`src/rtl/als_pkg.sv`:
```
// Shared types, constants and helpers for the alarm siren sequencer.
// No dependencies; every other file of the block imports this package.
package als_pkg;

    localparam int ANOMALY_LIMIT = 2;
    localparam int RECHECK_COUNT = 10;
    localparam int LINE_COUNT    = 4;

    localparam int TIME_W    = 40;
    localparam int DUR_W     = 24;
    localparam int SMALL_W   = 4;
    localparam int SAMPLE_W  = 4;
    localparam int RECHECK_W = 40;
    localparam int CFG_DATA_W = DUR_W;

    // shared subtractor width
    localparam int SUB_W = TIME_W;

    // recheck scan counters
    localparam int IDX_W = $clog2(RECHECK_COUNT + 1);
    localparam int CNT_W = $clog2(RECHECK_COUNT + ANOMALY_LIMIT + 1);

    localparam logic [SAMPLE_W-1:0] LINE_SEL = SAMPLE_W'((1 << LINE_COUNT) - 1);

    localparam logic [DUR_W-1:0]   RING_TIME_RST   = DUR_W'(120000);
    localparam logic [DUR_W-1:0]   SHORT_PAUSE_RST = DUR_W'(30000);
    localparam logic [DUR_W-1:0]   LONG_PAUSE_RST  = DUR_W'(180000);
    localparam logic [DUR_W-1:0]   AUTO_REC_RST    = DUR_W'(1800000);
    localparam logic [SMALL_W-1:0] GROUP_RST       = SMALL_W'(2);
    localparam logic [SMALL_W-1:0] MAX_RINGS_RST   = SMALL_W'(6);
    localparam logic [SMALL_W-1:0] MASK_RST        = SMALL_W'(15);
    localparam logic [SMALL_W-1:0] PATTERN_RST     = SMALL_W'(0);

    typedef enum logic [3:0] {
        OP_TICK        = 4'd0,
        OP_ENABLE      = 4'd1,
        OP_DISABLE     = 4'd2,
        OP_RECOVER     = 4'd3,
        OP_MODE_NORMAL = 4'd4,
        OP_MODE_SILENT = 4'd5,
        OP_TEST_ON     = 4'd6,
        OP_TEST_OFF    = 4'd7,
        OP_TEST_TOGGLE = 4'd8
    } t_op;

    typedef enum logic [2:0] {
        CFG_RING_TIME   = 3'd0,
        CFG_SHORT_PAUSE = 3'd1,
        CFG_LONG_PAUSE  = 3'd2,
        CFG_AUTO_REC    = 3'd3,
        CFG_GROUP_SIZE  = 3'd4,
        CFG_MAX_RINGS   = 3'd5,
        CFG_LINE_MASK   = 3'd6,
        CFG_LINE_PAT    = 3'd7
    } t_cfg_idx;

    typedef enum logic [1:0] {
        AL_INACTIVE   = 2'd0,
        AL_OBSERVING  = 2'd1,
        AL_SOUNDING   = 2'd2,
        AL_RECOVERING = 2'd3
    } t_alarm;

    typedef enum logic [1:0] {
        SP_INIT       = 2'd0,
        SP_RINGING    = 2'd1,
        SP_WAITING    = 2'd2,
        SP_TERMINATED = 2'd3
    } t_siren;

    typedef enum logic [1:0] {
        LT_NONE = 2'd0,
        LT_ON   = 2'd1,
        LT_OFF  = 2'd2
    } t_light;

    typedef enum logic [3:0] {
        ST_IDLE,
        ST_CMD,
        ST_SCAN,
        ST_PASS,
        ST_SIREN,
        ST_ELAPSED,
        ST_COMPARE,
        ST_MOD,
        ST_POST,
        ST_RECOVER,
        ST_DONE
    } t_seq;

    typedef struct packed {
        logic [3:0]           opcode;
        logic [TIME_W-1:0]    now_ms;
        logic [SAMPLE_W-1:0]  first_sample;
        logic [RECHECK_W-1:0] recheck_samples;
    } t_in_item;

    typedef struct packed {
        logic       siren_on;
        logic [1:0] light_cmd;
        logic [1:0] alarm_stage;
        logic [1:0] siren_phase;
        logic       armed;
        logic       silent;
        logic       telemetry_pulse;
    } t_out_item;

    typedef struct packed {
        logic busy;
        logic good;
    } t_scan_stat;

    function automatic logic sample_ok(
        input logic [SAMPLE_W-1:0] s,
        input logic [SAMPLE_W-1:0] mask,
        input logic [SAMPLE_W-1:0] pattern
    );
        return ((s & mask & LINE_SEL) == pattern);
    endfunction

endpackage

```
`src/rtl/als_if.sv`:
```
// Valid/ready stream interfaces for the input and result channels.
// Depends on als_pkg for the payload structs.
interface als_in_if;
    import als_pkg::*;
    logic     valid;
    logic     ready;
    t_in_item data;
    modport source (output valid, output data, input ready);
    modport sink   (input valid, input data, output ready);
endinterface

interface als_out_if;
    import als_pkg::*;
    logic      valid;
    logic      ready;
    t_out_item data;
    modport source (output valid, output data, input ready);
    modport sink   (input valid, input data, output ready);
endinterface

```
`src/rtl/als_sub.sv`:
```
// Shared 40-bit subtractor with borrow out: elapsed time, threshold
// compare and the ring group remainder all go through it. Uses als_pkg.
module als_sub (
    input  logic [als_pkg::SUB_W-1:0] i_a,
    input  logic [als_pkg::SUB_W-1:0] i_b,
    output logic [als_pkg::SUB_W-1:0] o_diff,
    output logic                      o_borrow
);
    import als_pkg::*;

    logic [SUB_W:0] w_full;

    assign w_full   = {1'b0, i_a} - {1'b0, i_b};
    assign o_diff   = w_full[SUB_W-1:0];
    assign o_borrow = w_full[SUB_W];

endmodule

```
`src/rtl/als_scan.sv`:
```
// Line check: walks the recheck samples one per cycle counting failures, and
// at the end tests the first sample too. Uses als_pkg for widths and sample_ok.
module als_scan (
    input  logic                          i_clk,
    input  logic                          i_rst_n,
    input  logic                          i_start,
    input  logic [als_pkg::SAMPLE_W-1:0]  i_first,
    input  logic [als_pkg::RECHECK_W-1:0] i_recheck,
    input  logic [als_pkg::SAMPLE_W-1:0]  i_mask,
    input  logic [als_pkg::SAMPLE_W-1:0]  i_pattern,
    output als_pkg::t_scan_stat           o_stat
);
    import als_pkg::*;

    localparam logic [IDX_W-1:0] LAST_IDX  = IDX_W'(RECHECK_COUNT - 1);
    localparam logic [CNT_W-1:0] LIMIT_CNT = CNT_W'(ANOMALY_LIMIT);

    logic                 r_busy;
    logic                 r_good;
    logic [IDX_W-1:0]     r_idx;
    logic [CNT_W-1:0]     r_bad;
    logic [RECHECK_W-1:0] w_shifted;
    logic [SAMPLE_W-1:0]  w_sample;
    logic [CNT_W-1:0]     w_bad_next;
    logic                 w_last;

    // samples past the top of the field shift in as zero
    assign w_shifted  = i_recheck >> {r_idx, 2'b00};
    assign w_sample   = w_shifted[SAMPLE_W-1:0];
    assign w_bad_next = r_bad + CNT_W'(!sample_ok(w_sample, i_mask, i_pattern));
    assign w_last     = (r_idx == LAST_IDX);

    always_ff @(posedge i_clk) begin
        if (!i_rst_n) begin
            r_busy <= 1'b0;
        end else if (i_start) begin
            r_busy <= 1'b1;
        end else if (r_busy && w_last) begin
            r_busy <= 1'b0;
        end
    end

    always_ff @(posedge i_clk) begin
        if (i_start) begin
            r_idx <= '0;
            r_bad <= '0;
        end else if (r_busy) begin
            r_idx <= r_idx + IDX_W'(1);
            r_bad <= w_bad_next;
            if (w_last) begin
                r_good <= sample_ok(i_first, i_mask, i_pattern) ||
                          (w_bad_next <= LIMIT_CNT);
            end
        end
    end

    assign o_stat.busy = r_busy;
    assign o_stat.good = r_good;

endmodule

```
`src/rtl/alarm_siren_sequencer.sv`:
```
// Top level of the alarm siren sequencer: config registers, sequencer,
// alarm/siren state and output register. Uses als_pkg, als_if, als_sub, als_scan.
//
//  channel   dir  handshake            beat
//  i_in      in   valid/ready          opcode, now_ms, first_sample, recheck_samples
//  o_out     out  valid/ready          siren_on .. telemetry_pulse
//  i_cfg_*   in   write enable only    register index, 24-bit data
//
// Siren test commands go from decode straight to the output register. Every other
// beat also runs the line scan, which walks one recheck sample a cycle; each time
// compare costs two passes through the shared subtractor, and the ring group
// remainder is one subtraction a cycle until the borrow.
// i_in.ready is high only in the idle state; a finished beat waits in the
// output register, so one more item can be taken before o_out is drained.
// Reset is synchronous; it restores control state and config defaults only.
module alarm_siren_sequencer (
    input  logic                           i_clk,
    input  logic                           i_rst_n,
    input  logic                           i_cfg_we,
    input  als_pkg::t_cfg_idx              i_cfg_idx,
    input  logic [als_pkg::CFG_DATA_W-1:0] i_cfg_data,
    als_in_if.sink                         i_in,
    als_out_if.source                      o_out
);
    import als_pkg::*;

    // configuration
    logic [DUR_W-1:0]   r_ring_time;
    logic [DUR_W-1:0]   r_short_pause;
    logic [DUR_W-1:0]   r_long_pause;
    logic [DUR_W-1:0]   r_auto_rec;
    logic [SMALL_W-1:0] r_group;
    logic [SMALL_W-1:0] r_max_rings;
    logic [SMALL_W-1:0] r_mask;
    logic [SMALL_W-1:0] r_pattern;

    // latched beat
    t_op                  r_op;
    logic [TIME_W-1:0]    r_now;
    logic [SAMPLE_W-1:0]  r_first;
    logic [RECHECK_W-1:0] r_recheck;

    // sequencer and alarm state
    t_seq               r_state, n_state;
    t_alarm             r_alarm, n_alarm;
    t_siren             r_siren, n_siren;
    logic [SMALL_W-1:0] r_ring, n_ring;
    logic               r_long_sel, n_long_sel;
    logic [TIME_W-1:0]  r_marker, n_marker;
    logic [TIME_W-1:0]  r_rec_start, n_rec_start;
    logic               r_enabled, n_enabled;
    logic               r_silent, n_silent;
    logic               r_relay, n_relay;
    logic               r_rec_pend, n_rec_pend;
    t_light             r_light, n_light;
    logic               r_pulse, n_pulse;
    logic [TIME_W-1:0]  r_el, n_el;
    logic [SMALL_W-1:0] r_rem, n_rem;

    // output register
    logic      r_out_valid;
    t_out_item r_out;

    logic               w_in_fire;
    logic               w_out_load;
    logic [SUB_W-1:0]   w_sub_a;
    logic [SUB_W-1:0]   w_sub_b;
    logic [SUB_W-1:0]   w_sub_diff;
    logic               w_sub_borrow;
    logic [DUR_W-1:0]   w_thr;
    logic [SMALL_W-1:0] w_group;
    logic [SMALL_W-1:0] w_ring_inc;
    t_scan_stat         w_scan;

    assign i_in.ready  = (r_state == ST_IDLE);
    assign w_in_fire   = i_in.valid && i_in.ready;
    assign w_out_load  = (r_state == ST_DONE) && (!r_out_valid || o_out.ready);
    assign w_group     = (r_group == '0) ? SMALL_W'(1) : r_group;
    assign w_ring_inc  = r_ring + SMALL_W'(1);

    always_ff @(posedge i_clk) begin
        if (!i_rst_n) begin
            r_ring_time   <= RING_TIME_RST;
            r_short_pause <= SHORT_PAUSE_RST;
            r_long_pause  <= LONG_PAUSE_RST;
            r_auto_rec    <= AUTO_REC_RST;
            r_group       <= GROUP_RST;
            r_max_rings   <= MAX_RINGS_RST;
            r_mask        <= MASK_RST;
            r_pattern     <= PATTERN_RST;
        end else if (i_cfg_we) begin
            unique case (i_cfg_idx)
                CFG_RING_TIME:   r_ring_time   <= i_cfg_data;
                CFG_SHORT_PAUSE: r_short_pause <= i_cfg_data;
                CFG_LONG_PAUSE:  r_long_pause  <= i_cfg_data;
                CFG_AUTO_REC:    r_auto_rec    <= i_cfg_data;
                CFG_GROUP_SIZE:  r_group       <= i_cfg_data[SMALL_W-1:0];
                CFG_MAX_RINGS:   r_max_rings   <= i_cfg_data[SMALL_W-1:0];
                CFG_LINE_MASK:   r_mask        <= i_cfg_data[SMALL_W-1:0];
                CFG_LINE_PAT:    r_pattern     <= i_cfg_data[SMALL_W-1:0];
                default: ;
            endcase
        end
    end

    always_ff @(posedge i_clk) begin
        if (w_in_fire) begin
            r_op      <= t_op'(i_in.data.opcode);
            r_now     <= i_in.data.now_ms;
            r_first   <= i_in.data.first_sample;
            r_recheck <= i_in.data.recheck_samples;
        end
    end

    als_scan u_scan (
        .i_clk     (i_clk),
        .i_rst_n   (i_rst_n),
        .i_start   (w_in_fire),
        .i_first   (r_first),
        .i_recheck (r_recheck),
        .i_mask    (r_mask),
        .i_pattern (r_pattern),
        .o_stat    (w_scan)
    );

    // operand select for the shared subtractor
    always_comb begin
        if (r_alarm == AL_RECOVERING) begin
            w_thr = r_auto_rec;
        end else if (r_siren == SP_RINGING) begin
            w_thr = r_ring_time;
        end else begin
            w_thr = r_long_sel ? r_long_pause : r_short_pause;
        end

        w_sub_a = r_now;
        w_sub_b = (r_alarm == AL_RECOVERING) ? r_rec_start : r_marker;
        case (r_state)
            ST_COMPARE: begin
                // borrow set means elapsed > threshold
                w_sub_a = SUB_W'(w_thr);
                w_sub_b = r_el;
            end
            ST_MOD: begin
                w_sub_a = SUB_W'(r_rem);
                w_sub_b = SUB_W'(w_group);
            end
            default: ;
        endcase
    end

    als_sub u_sub (
        .i_a      (w_sub_a),
        .i_b      (w_sub_b),
        .o_diff   (w_sub_diff),
        .o_borrow (w_sub_borrow)
    );

    always_ff @(posedge i_clk) begin
        if (!i_rst_n) begin
            r_state     <= ST_IDLE;
            r_alarm     <= AL_INACTIVE;
            r_siren     <= SP_INIT;
            r_ring      <= '0;
            r_long_sel  <= 1'b0;
            r_marker    <= '0;
            r_rec_start <= '0;
            r_enabled   <= 1'b0;
            r_silent    <= 1'b0;
            r_relay     <= 1'b0;
            r_rec_pend  <= 1'b0;
            r_light     <= LT_NONE;
            r_pulse     <= 1'b0;
        end else begin
            r_state     <= n_state;
            r_alarm     <= n_alarm;
            r_siren     <= n_siren;
            r_ring      <= n_ring;
            r_long_sel  <= n_long_sel;
            r_marker    <= n_marker;
            r_rec_start <= n_rec_start;
            r_enabled   <= n_enabled;
            r_silent    <= n_silent;
            r_relay     <= n_relay;
            r_rec_pend  <= n_rec_pend;
            r_light     <= n_light;
            r_pulse     <= n_pulse;
        end
    end

    always_ff @(posedge i_clk) begin
        r_el  <= n_el;
        r_rem <= n_rem;
    end

    always_comb begin
        n_state     = r_state;
        n_alarm     = r_alarm;
        n_siren     = r_siren;
        n_ring      = r_ring;
        n_long_sel  = r_long_sel;
        n_marker    = r_marker;
        n_rec_start = r_rec_start;
        n_enabled   = r_enabled;
        n_silent    = r_silent;
        n_relay     = r_relay;
        n_rec_pend  = r_rec_pend;
        n_light     = r_light;
        n_pulse     = r_pulse;
        n_el        = r_el;
        n_rem       = r_rem;

        unique case (r_state)
            ST_IDLE: begin
                if (w_in_fire) begin
                    n_light = LT_NONE;
                    n_pulse = 1'b0;
                    n_state = ST_CMD;
                end
            end
            ST_CMD: begin
                n_state = ST_SCAN;
                unique case (r_op)
                    OP_ENABLE:  n_enabled = 1'b1;
                    OP_DISABLE: n_enabled = 1'b0;
                    OP_RECOVER: begin
                        if (r_alarm == AL_RECOVERING) begin
                            n_rec_pend = 1'b1;
                        end
                    end
                    OP_MODE_NORMAL: begin
                        if (r_silent) begin
                            n_alarm  = AL_INACTIVE;
                            n_relay  = 1'b0;
                            n_ring   = '0;
                            n_siren  = SP_INIT;
                            n_silent = 1'b0;
                        end
                    end
                    OP_MODE_SILENT: begin
                        if (!r_silent) begin
                            n_relay  = 1'b0;
                            n_silent = 1'b1;
                        end
                    end
                    OP_TEST_ON: begin
                        n_state = ST_DONE;
                        if (r_alarm == AL_INACTIVE && !r_silent) begin
                            n_relay = 1'b1;
                        end
                    end
                    OP_TEST_OFF: begin
                        n_state = ST_DONE;
                        if (r_alarm == AL_INACTIVE && !r_silent) begin
                            n_relay = 1'b0;
                        end
                    end
                    OP_TEST_TOGGLE: begin
                        n_state = ST_DONE;
                        if (r_alarm == AL_INACTIVE && !r_silent) begin
                            n_relay = !r_relay;
                        end
                    end
                    default: ; // tick and unused codes
                endcase
            end
            ST_SCAN: begin
                if (!w_scan.busy) begin
                    n_state = ST_PASS;
                end
            end
            ST_PASS: begin
                n_state = ST_DONE;
                if (r_alarm != AL_INACTIVE && !r_enabled) begin
                    // dropped out by disable: no telemetry
                    n_alarm = AL_INACTIVE;
                    n_relay = 1'b0;
                    n_ring  = '0;
                    n_siren = SP_INIT;
                end else begin
                    unique case (r_alarm)
                        AL_INACTIVE: begin
                            if (r_enabled) begin
                                if (w_scan.good) begin
                                    n_relay = 1'b0;
                                    n_ring  = '0;
                                    n_siren = SP_INIT;
                                    n_alarm = AL_OBSERVING;
                                    n_pulse = 1'b1;
                                end else begin
                                    n_enabled = 1'b0;
                                end
                            end
                        end
                        AL_OBSERVING: begin
                            if (!w_scan.good) begin
                                n_light = LT_ON;
                                n_alarm = AL_SOUNDING;
                                n_pulse = 1'b1;
                                n_state = ST_SIREN;
                            end
                        end
                        AL_SOUNDING: n_state = ST_SIREN;
                        AL_RECOVERING: begin
                            n_state = r_rec_pend ? ST_RECOVER : ST_ELAPSED;
                        end
                        default: ;
                    endcase
                end
            end
            ST_SIREN: begin
                unique case (r_siren)
                    SP_INIT: begin
                        n_ring   = '0;
                        n_marker = r_now;
                        if (!r_silent) begin
                            n_relay = 1'b1;
                        end
                        n_pulse = 1'b1;
                        n_siren = SP_RINGING;
                        n_state = ST_POST;
                    end
                    SP_RINGING, SP_WAITING: n_state = ST_ELAPSED;
                    default: n_state = ST_POST;
                endcase
            end
            ST_ELAPSED: begin
                n_el    = w_sub_diff;
                n_state = ST_COMPARE;
            end
            ST_COMPARE: begin
                if (r_alarm == AL_RECOVERING) begin
                    n_state = w_sub_borrow ? ST_RECOVER : ST_DONE;
                end else begin
                    n_state = ST_POST;
                    if (w_sub_borrow) begin
                        n_marker = r_now;
                        if (r_siren == SP_RINGING) begin
                            n_ring = w_ring_inc;
                            if (w_ring_inc < r_max_rings) begin
                                n_rem   = w_ring_inc;
                                n_state = ST_MOD;
                            end else begin
                                if (!r_silent) begin
                                    n_relay = 1'b0;
                                end
                                n_pulse = 1'b1;
                                n_siren = SP_TERMINATED;
                            end
                        end else begin
                            if (!r_silent) begin
                                n_relay = 1'b1;
                            end
                            n_pulse = 1'b1;
                            n_siren = SP_RINGING;
                        end
                    end
                end
            end
            ST_MOD: begin
                // remainder by repeated subtraction of the group size
                if (w_sub_borrow) begin
                    n_long_sel = (r_rem == '0);
                    if (!r_silent) begin
                        n_relay = 1'b0;
                    end
                    n_pulse = 1'b1;
                    n_siren = SP_WAITING;
                    n_state = ST_POST;
                end else begin
                    n_rem = w_sub_diff[SMALL_W-1:0];
                end
            end
            ST_POST: begin
                n_state = ST_DONE;
                if (r_siren == SP_WAITING && w_scan.good) begin
                    n_light = LT_OFF;
                    n_alarm = AL_OBSERVING;
                    n_pulse = 1'b1;
                end else if (r_siren == SP_TERMINATED) begin
                    n_rec_start = r_now;
                    n_alarm     = AL_RECOVERING;
                    n_pulse     = 1'b1;
                end
            end
            ST_RECOVER: begin
                n_rec_pend = 1'b0;
                n_relay    = 1'b0;
                n_ring     = '0;
                n_siren    = SP_INIT;
                n_light    = LT_OFF;
                n_alarm    = w_scan.good ? AL_OBSERVING : AL_INACTIVE;
                n_pulse    = 1'b1;
                n_state    = ST_DONE;
            end
            ST_DONE: begin
                if (w_out_load) begin
                    n_state = ST_IDLE;
                end
            end
            default: n_state = ST_IDLE;
        endcase
    end

    always_ff @(posedge i_clk) begin
        if (!i_rst_n) begin
            r_out_valid <= 1'b0;
        end else if (w_out_load) begin
            r_out_valid <= 1'b1;
        end else if (o_out.ready) begin
            r_out_valid <= 1'b0;
        end
    end

    always_ff @(posedge i_clk) begin
        if (w_out_load) begin
            r_out.siren_on        <= r_relay;
            r_out.light_cmd       <= r_light;
            r_out.alarm_stage     <= r_alarm;
            r_out.siren_phase     <= r_siren;
            r_out.armed           <= r_enabled;
            r_out.silent          <= r_silent;
            r_out.telemetry_pulse <= r_pulse;
        end
    end

    assign o_out.valid = r_out_valid;
    assign o_out.data  = r_out;

    // an accepted beat always goes to command decode next
    a_accept_to_cmd: assert property (@(posedge i_clk) disable iff (!i_rst_n)
        w_in_fire |=> (r_state == ST_CMD))
        else $error("accepted beat did not enter command decode");

    // the alarm pass must not run on a stale line check
    a_scan_done: assert property (@(posedge i_clk) disable iff (!i_rst_n)
        (r_state == ST_PASS) |-> !w_scan.busy)
        else $error("alarm pass ran while line scan busy");

    // every way into inactive also clears the siren sequence
    a_inactive_siren: assert property (@(posedge i_clk) disable iff (!i_rst_n)
        (r_alarm == AL_INACTIVE) |-> (r_siren == SP_INIT))
        else $error("siren phase left set while alarm inactive");

    // silent mode never lets the relay turn on
    a_silent_relay: assert property (@(posedge i_clk) disable iff (!i_rst_n)
        $rose(r_relay) |-> !$past(r_silent))
        else $error("relay turned on in silent mode");

endmodule

```
`src/flat_wrapper.sv`:
```
// flat-port wrapper written by rule: the top's interface ports become plain ports
module alarm_siren_sequencer_flat import als_pkg::*;
  (i_clk, i_rst_n, i_cfg_we, i_cfg_idx, i_cfg_data, i_in_valid, i_in_data, i_in_ready, o_out_valid, o_out_data, o_out_ready);
  als_in_if i_in_i ();
  als_out_if o_out_i ();
  input  logic i_clk;
  input  logic i_rst_n;
  input  logic i_cfg_we;
  input  als_pkg::t_cfg_idx i_cfg_idx;
  input  logic [als_pkg::CFG_DATA_W-1:0] i_cfg_data;
  input wire logic [$bits(i_in_i.valid)-1:0] i_in_valid;
  input wire logic [$bits(i_in_i.data)-1:0] i_in_data;
  output wire logic [$bits(i_in_i.ready)-1:0] i_in_ready;
  output wire logic [$bits(o_out_i.valid)-1:0] o_out_valid;
  output wire logic [$bits(o_out_i.data)-1:0] o_out_data;
  input wire logic [$bits(o_out_i.ready)-1:0] o_out_ready;
  assign i_in_i.valid = i_in_valid;
  assign i_in_i.data = i_in_data;
  assign i_in_ready = i_in_i.ready;
  assign o_out_valid = o_out_i.valid;
  assign o_out_data = o_out_i.data;
  assign o_out_i.ready = o_out_ready;
  alarm_siren_sequencer u_core (.i_clk(i_clk), .i_rst_n(i_rst_n), .i_cfg_we(i_cfg_we), .i_cfg_idx(i_cfg_idx), .i_cfg_data(i_cfg_data), .i_in(i_in_i), .o_out(o_out_i));
endmodule
```
`config.mk`:
```
export PLATFORM = sky130hd
export DESIGN_NAME = alarm_siren_sequencer_flat
export DESIGN_NICKNAME = d
export VERILOG_FILES = /design/src/rtl/als_pkg.sv /design/src/rtl/als_if.sv /design/src/rtl/als_sub.sv /design/src/rtl/als_scan.sv /design/src/rtl/alarm_siren_sequencer.sv /design/src/flat_wrapper.sv
export SDC_FILE = /design/constraint.sdc
export NUM_CORES = 1
export LEC_CHECK = 0
export ABC_AREA = 1
export ABC_CLOCK_PERIOD_IN_PS = 6600
export BUFFER_PORTS_ARGS = -buffer_cell sky130_fd_sc_hd__buf_2
export CAP_MARGIN = 0
export CORE_MARGIN = 2
export CORE_UTILIZATION = 25
export CTS_BUF_LIST = sky130_fd_sc_hd__clkbuf_8
export DETAILED_ROUTE_END_ITERATION = 16
export GPL_ROUTABILITY_DRIVEN = 0
export PLACE_DENSITY = 0.44
export SLEW_MARGIN = 20
export SYNTH_ARGS = -nofsm -noshare
export SYNTH_HDL_FRONTEND = slang
export SYNTH_SLANG_ARGS = --single-unit
```
`constraint.sdc`:
```
create_clock -name i_clk -period 6.6 [get_ports i_clk]
set_input_delay 1.98 -clock i_clk [delete_from_list [all_inputs] [get_ports i_clk]]
set_output_delay 1.98 -clock i_clk [all_outputs]
set_load 0.01 [all_outputs]
```
After elaboration in Yosys (flattened, before gate mapping)
Index checks and enable logic that the tools add are counted.

word-level totals
  input bits = 120
  output and inout bits = 12
  word-level logic and storage cells = 299
  flip-flop bits (word level) = 365

cells by class
  shift-type cells = 1
  multiplexer cells = 119
  magnitude comparators = 2
  add/subtract/negate cells = 4
  reduce and logical (&&, ||, !) cells = 58
  bitwise gates (word level) = 4
  equality and inequality tests = 72

operators by type and width
  kind                                           count
  one-hot mux 40 bit (2 select lines)            3
  2-to-1 mux 40 bit                              4
  2-to-1 mux 4 bit                               29
  2-to-1 mux 24 bit                              3
  2-to-1 mux 2 bit                               24
  subtractor 40 x 40 -> 41 bit                   1
  2-to-1 mux 1 bit                               40
  one-hot mux 4 bit (10 select lines)            1
  right shift 40 x 6 -> 4 bit                    1
  == test 4 x 3 -> 1 bit, second input constant  8
  != test 2 bit, second input constant           11
  == test 4 bit, second input constant           5
  one-hot mux 4 bit (5 select lines)             1
  AND reduction 2 bit                            10
  != test 3 x 2 -> 1 bit, second input constant  6
  == test 4 x 2 -> 1 bit, second input constant  4
  != test 2 x 1 -> 1 bit, second input constant  8
  one-hot mux 2 bit (4 select lines)             2
  nonzero test 2 bit                             8
  AND reduction 14 bit                           1
  AND reduction 13 bit                           1
  == test 3 bit, second input constant           4
  zero test 4 bit                                3
  != test 3 x 1 -> 1 bit, second input constant  4
  42 further kinds                               78

Depth between registers and ports, before layout
  depth in word-level cells = 8
  mapped depth = 26
  mapped depth without buffers = 24

By module
A second synthesis with hierarchy kept.

second synthesis, totals
  cell total of the unflattened synthesis = 2650
  area total of the unflattened synthesis = 19024.5 µm²

by module, submodules not included
  module                 seq. area each (µm²)  cells an instance  area an instance (µm²)  times used
  alarm_siren_sequencer  8528.2                1775               14710.4                 1
  als_sub                0.0                   671                3204.3                  1
  als_scan               210.2                 204                1109.8                  1

Worst setup path before layout
No wires, ideal clock.

  kind = input to register
  start = input i_in_valid
  end = register u_core.r_first[0] (enable)
  path slack = 2.252 ns
  stages on the path = 2
  arrival = 3.904 ns
  library setup time = 0.444 ns
  buffers on the path = 0
  data required time = 6.156 ns
  cell sequence = nand2_1 -> inv_1

on the way
  word-level cells in the longest chain between the ends = 1

RTL lines
  what                       RTL line                      text
  start, declared            flat_wrapper.sv:11            input wire logic [$bits(i_in_i.valid)-1:0] i_in_valid;
  logical AND 1 bit          alarm_siren_sequencer.sv:76   assign w_in_fire = i_in.valid && i_in.ready;
  net u_core.u_scan.i_start  als_scan.sv:6                 input logic i_start,
  end signal, assigned       alarm_siren_sequencer.sv:110  r_first <= i_in.data.first_sample;
  end, declared              alarm_siren_sequencer.sv:40   logic [SAMPLE_W-1:0] r_first;

The timed path passes the listed nets, and every way through them passes these cells.
A chain may end at the register's enable or synchronous reset.

Final worst setup path
  start = register u_core.r_siren[1]
  end = register u_core.r_marker[23]

on the way
  word-level cells in the longest chain between the ends = 7
  elaborated cells between the ends (all ways) = 9
  classes of those cells = add/sub: 1; eq/ne: 3; mux: 3; reduce/logical: 2

RTL lines
  what                                 RTL line                      text
  start, declared                      alarm_siren_sequencer.sv:46   t_siren r_siren, n_siren;
  start signal, assigned               alarm_siren_sequencer.sv:177  r_siren <= n_siren;
  == test 2 x 1 -> 1 bit               alarm_siren_sequencer.sv:130  end else if (r_siren == SP_RINGING) begin
  2-to-1 mux 24 bit                    alarm_siren_sequencer.sv:130
  2-to-1 mux 24 bit                    alarm_siren_sequencer.sv:128  if (r_alarm == AL_RECOVERING) begin
  one-hot mux 40 bit (2 select lines)  alarm_siren_sequencer.sv:138  case (r_state)
  subtractor 40 x 40 -> 41 bit         als_sub.sv:13                 assign w_full = {1'b0, i_a} - {1'b0, i_b};
  != test 2 bit (no line)              --
  AND reduction 4 bit (no line) (*)    --
  end signal, assigned                 alarm_siren_sequencer.sv:180  r_marker <= n_marker;
  end, declared                        alarm_siren_sequencer.sv:49   logic [TIME_W-1:0] r_marker, n_marker;

Mark *: on every way between the ends. The rest lies on a longest branch, timed or not.

==> summary.md <==
| Metric | Value |
|---|---|
| Max frequency | about 0.19 GHz |
| H-tree depth | 3 |
| Tcrit/Tclk final | 81.9% |
| Layout cell share with drive strength beyond 1 | 12.0% |
| Syn nets | between 2000 and 2500 |
| Initial antenna violation count | 3 |
| Clk_skew | 0.0354 ns |
| Worst hold path type | register to register |
| CTS buffer count | 71 |
| Fin. max-slew vios | 0 |
| Setup TNS | 0 ns |
| IO Count | approximately 130 |
| Initial core utilization | 25.1% |
| Synthesized instance count | about 2300 |
| Post-DR vias/cell | roughly 4.6 |
| Pwr/cell area | between 300 and 400 nW/um2 |
| Nets | between 2000 and 3000 |
| Max Cap Violations | 0 |
| Leading area contributor after synthesis | dfxtp_1 |
| Startpoint type of the worst setup path | register |
| Worst Tran Pin Value | about 0.99 ns |
| CP Data Arrival Time | 5.88 ns |
| Post-synthesis async set-or-reset flop share | 0% |
| Crit path kind | register to register |
| Setup Fix Bufs, Post-CTS | 0 |
| Row cnt | approximately 100 |
| Register area share after synthesis | 47.9% |
| Syn_area_per_cell | roughly 7.9 um2 |
| List of most frequent post-synthesis cells | nand2_1, nor2_1, o21ai_0, dfxtp_1, inv_1 |
| Die Y | 274 um |
| RSZ-0062 raised after global routing | no |
| Crit. End Element | register |
| CTS tree | yes |
| Pin count of the biggest net entering global routing | around 90 |
| #FFs+latches synth | between 300 and 400 |
| Synth cell types | 53 |
| Final wirelength | roughly 58000 um |
| Post-CTS Resized | 0 |
| CP Data Required Time | 7.07 ns |
| Total core area | ~73000 um2 |
| Area delta synth->final | 16.3% |
| Final hold vios | 0 |
| Clock Pin Slew Worst Setup and Hold Paths | 0.06 ns |
| CTS sink cnt | approximately 370 |
| Vias in the first global route | ~16000 |
| Peak VDD IR | 140 uV |
| Die Area | 75200 um2 |
| Vias | about 16000 |
| Maximum clock path buffer count | 3 |
| Worst rel slew slack | ~34% |
| Global-route wire length before repair | ~90000 um |
| Top_reg_cell synth | dfxtp_1 |
| Pre-antenna DRT Iters | 5 |
| Fin crit period | around 5.4 ns |
| Number of enable flip-flop cells after synthesis | 143 |
| Post-synth top area share | roughly 24% |
| Final HPWL from detailed placement | between 30000 and 40000 um |
| Result of the run | complete, no violations |
| Ranking of synthesized cells by area | dfxtp_1, edfxtp_1, nand2_1 |
| IO buf count | ~130 |
| Drt drc | 0 |
| Skew-Pair Late Insertion Delay | ~0.67 ns |
| Tot GR Track Use | between 10% and 20% |
| WL/cell | 16.8 um |
| Die width | between 200 and 300 um |
| LEAKAGE | around 8.6 nW |
| Setup Viol. Count Final | 0 |
| Overflow after GRT | 0 |
| Mapped cell area | ~18000 um2 |
| Yosys warns | 0 |
| DRT antenna net count | 0 |
| Count leader, synth | nand2_1 |
| WHS | approximately 0.41 ns |
| Worst-path maximum fanout | 40 |
| Cts hold-fix bufs | 0 |
| Clk root buf | clkbuf_8 |
| Initial DRC Count | between 1000 and 1500 |
area by class of cell:
| cell class | count | area [um2] |
|---|---|---|
| Fill cell | 7999 | 51400 |
| Sequential cell | 365 | 8740 |
| Multi-Input combinational cell | 1621 | 8220 |
| Tap cell | 959 | 1200 |
| Clock buffer | 83 | 1140 |
| Inverter | 217 | 818 |
| Timing Repair Buffer | 151 | 808 |
| Clock inverter | 45 | 277 |
| Antenna cell | 1 | 2.50 |
final timing paths:
kind                                                     start  slack (ns)                          endpoint  depth (start not counted)
worst max-delay path            u_core.r_siren[1]$_SDFFE_PN0P_        1.19  u_core.r_marker[23]$_SDFFE_PN0P_                         20
worst min-delay path               u_core.r_pulse$_SDFFE_PN0P_        0.41    u_core.o_out.data[0]$_DFFE_PP_                          0
worst min register to register     u_core.r_pulse$_SDFFE_PN0P_        0.41    u_core.o_out.data[0]$_DFFE_PP_                          0
worst max register to register  u_core.r_siren[1]$_SDFFE_PN0P_        1.19  u_core.r_marker[23]$_SDFFE_PN0P_                         20
state kept, by name, indices dropped and copies added (netlist names), 10 cells and up:
name and flops:
u_core.r_rec_start 40, u_core.r_el 40, u_core.r_recheck 40, u_core.r_ring_time 24
u_core.o_out.data 10, u_core.r_auto_rec 24, u_core.r_marker 40, u_core.r_short_pause 24
u_core.r_long_pause 24, u_core.r_now 40
stage by stage:
stage / power, mW / std cells / area, um2 / setup WS, ns / utilization, %
2_1_floorplan: 4.34 / 2313 / 18200 / 2.25 / -
3_3_place_gp: 5.05 / 3313 / 19800 / 1.41 / 27.3
3_5_place_dp: 5.06 / 3313 / 19800 / 1.19 / 27.3
4_1_cts: 7.40 / 3441 / 21200 / 1.15 / 29.2
5_1_grt: 7.80 / 3442 / 21200 / 0.578 / 29.2
6_report: 7.28 / 3442 / 21200 / 1.19 / 29.2
cell usage in the layout, fill, tap and decap left out, types with 7 or more instances in the layout:
| master | netlist | layout |
|---|---|---|
| nor3_1 | 19 | 19 |
| xnor2_1 | 12 | 12 |
| ha_1 | 52 | 52 |
| a31oi_1 | 33 | 33 |
| nand2_1 | 462 | 461 |
| o221ai_1 | 11 | 11 |
| nor2_1 | 323 | 321 |
| nand4_1 | 16 | 16 |
| or2_2 | 17 | 17 |
| buf_4 | 0 | 21 |
| o21bai_1 | 7 | 7 |
| buf_2 | 5 | 130 |
| dfxtp_1 | 222 | 222 |
| a22oi_1 | 11 | 11 |
| xor2_1 | 33 | 33 |
| clkbuf_8 | 0 | 83 |
| a21o_1 | 12 | 12 |
| inv_1 | 212 | 244 |
| edfxtp_1 | 143 | 143 |
| nand3_2 | 9 | 10 |
| o21ai_0 | 252 | 252 |
| nand3_1 | 117 | 116 |
| o211ai_1 | 12 | 12 |
| a21oi_1 | 156 | 156 |
| a32oi_1 | 17 | 17 |
worst max-delay path, cell delays in order (launching register included):
cell and delay, ns:
dfxtp_1 0.34, inv_1 0.11, ha_1 0.40, clkinv_1 0.85, o21ai_0 0.50, a21oi_1 0.14
a221oi_1 0.26, ha_1 0.20, inv_1 0.08, fa_1 0.45, nand3_1 0.10, nand2_1 0.11
nand2_1 0.08, nand2_1 0.12, nand4_1 0.16, nand3_4 0.16, o21ai_4 0.16, buf_4 0.33
nand2_4 0.38, nand2_1 0.17, a21oi_1 0.08
metal layers:
layer	vias up	GRT usage [%]	share of wire, %
met2	353	25.3	46
met1	7489	20.1	46
met5	-	0	0.012
li1	8011	-	-
met3	95	2.71	4.9
met4	2	5.53	2.5
kinds of logic (layout without fill, tap and decap cells):
family,count (synthesis),count (layout),share of synthesized area (%)
AO/OA/AOI/OAI,538,538,16.6
XOR/XNOR,45,45,2.16
adder cells (fa/ha/maj),53,53,3.68
buffers and inverters,327,496,7.15
flip-flops,365,365,47.9
multiplexers,4,4,0.219
other,0,1,0
AND/OR/NAND/NOR,981,981,22.3
power breakdown:
part | internal, mW | switching [mW]
combinational | 0.689 | 1.45
sequential | 2.68 | 0.184
clock | 1.23 | 1.04
Note: power is estimated with default switching activity, not from simulation.
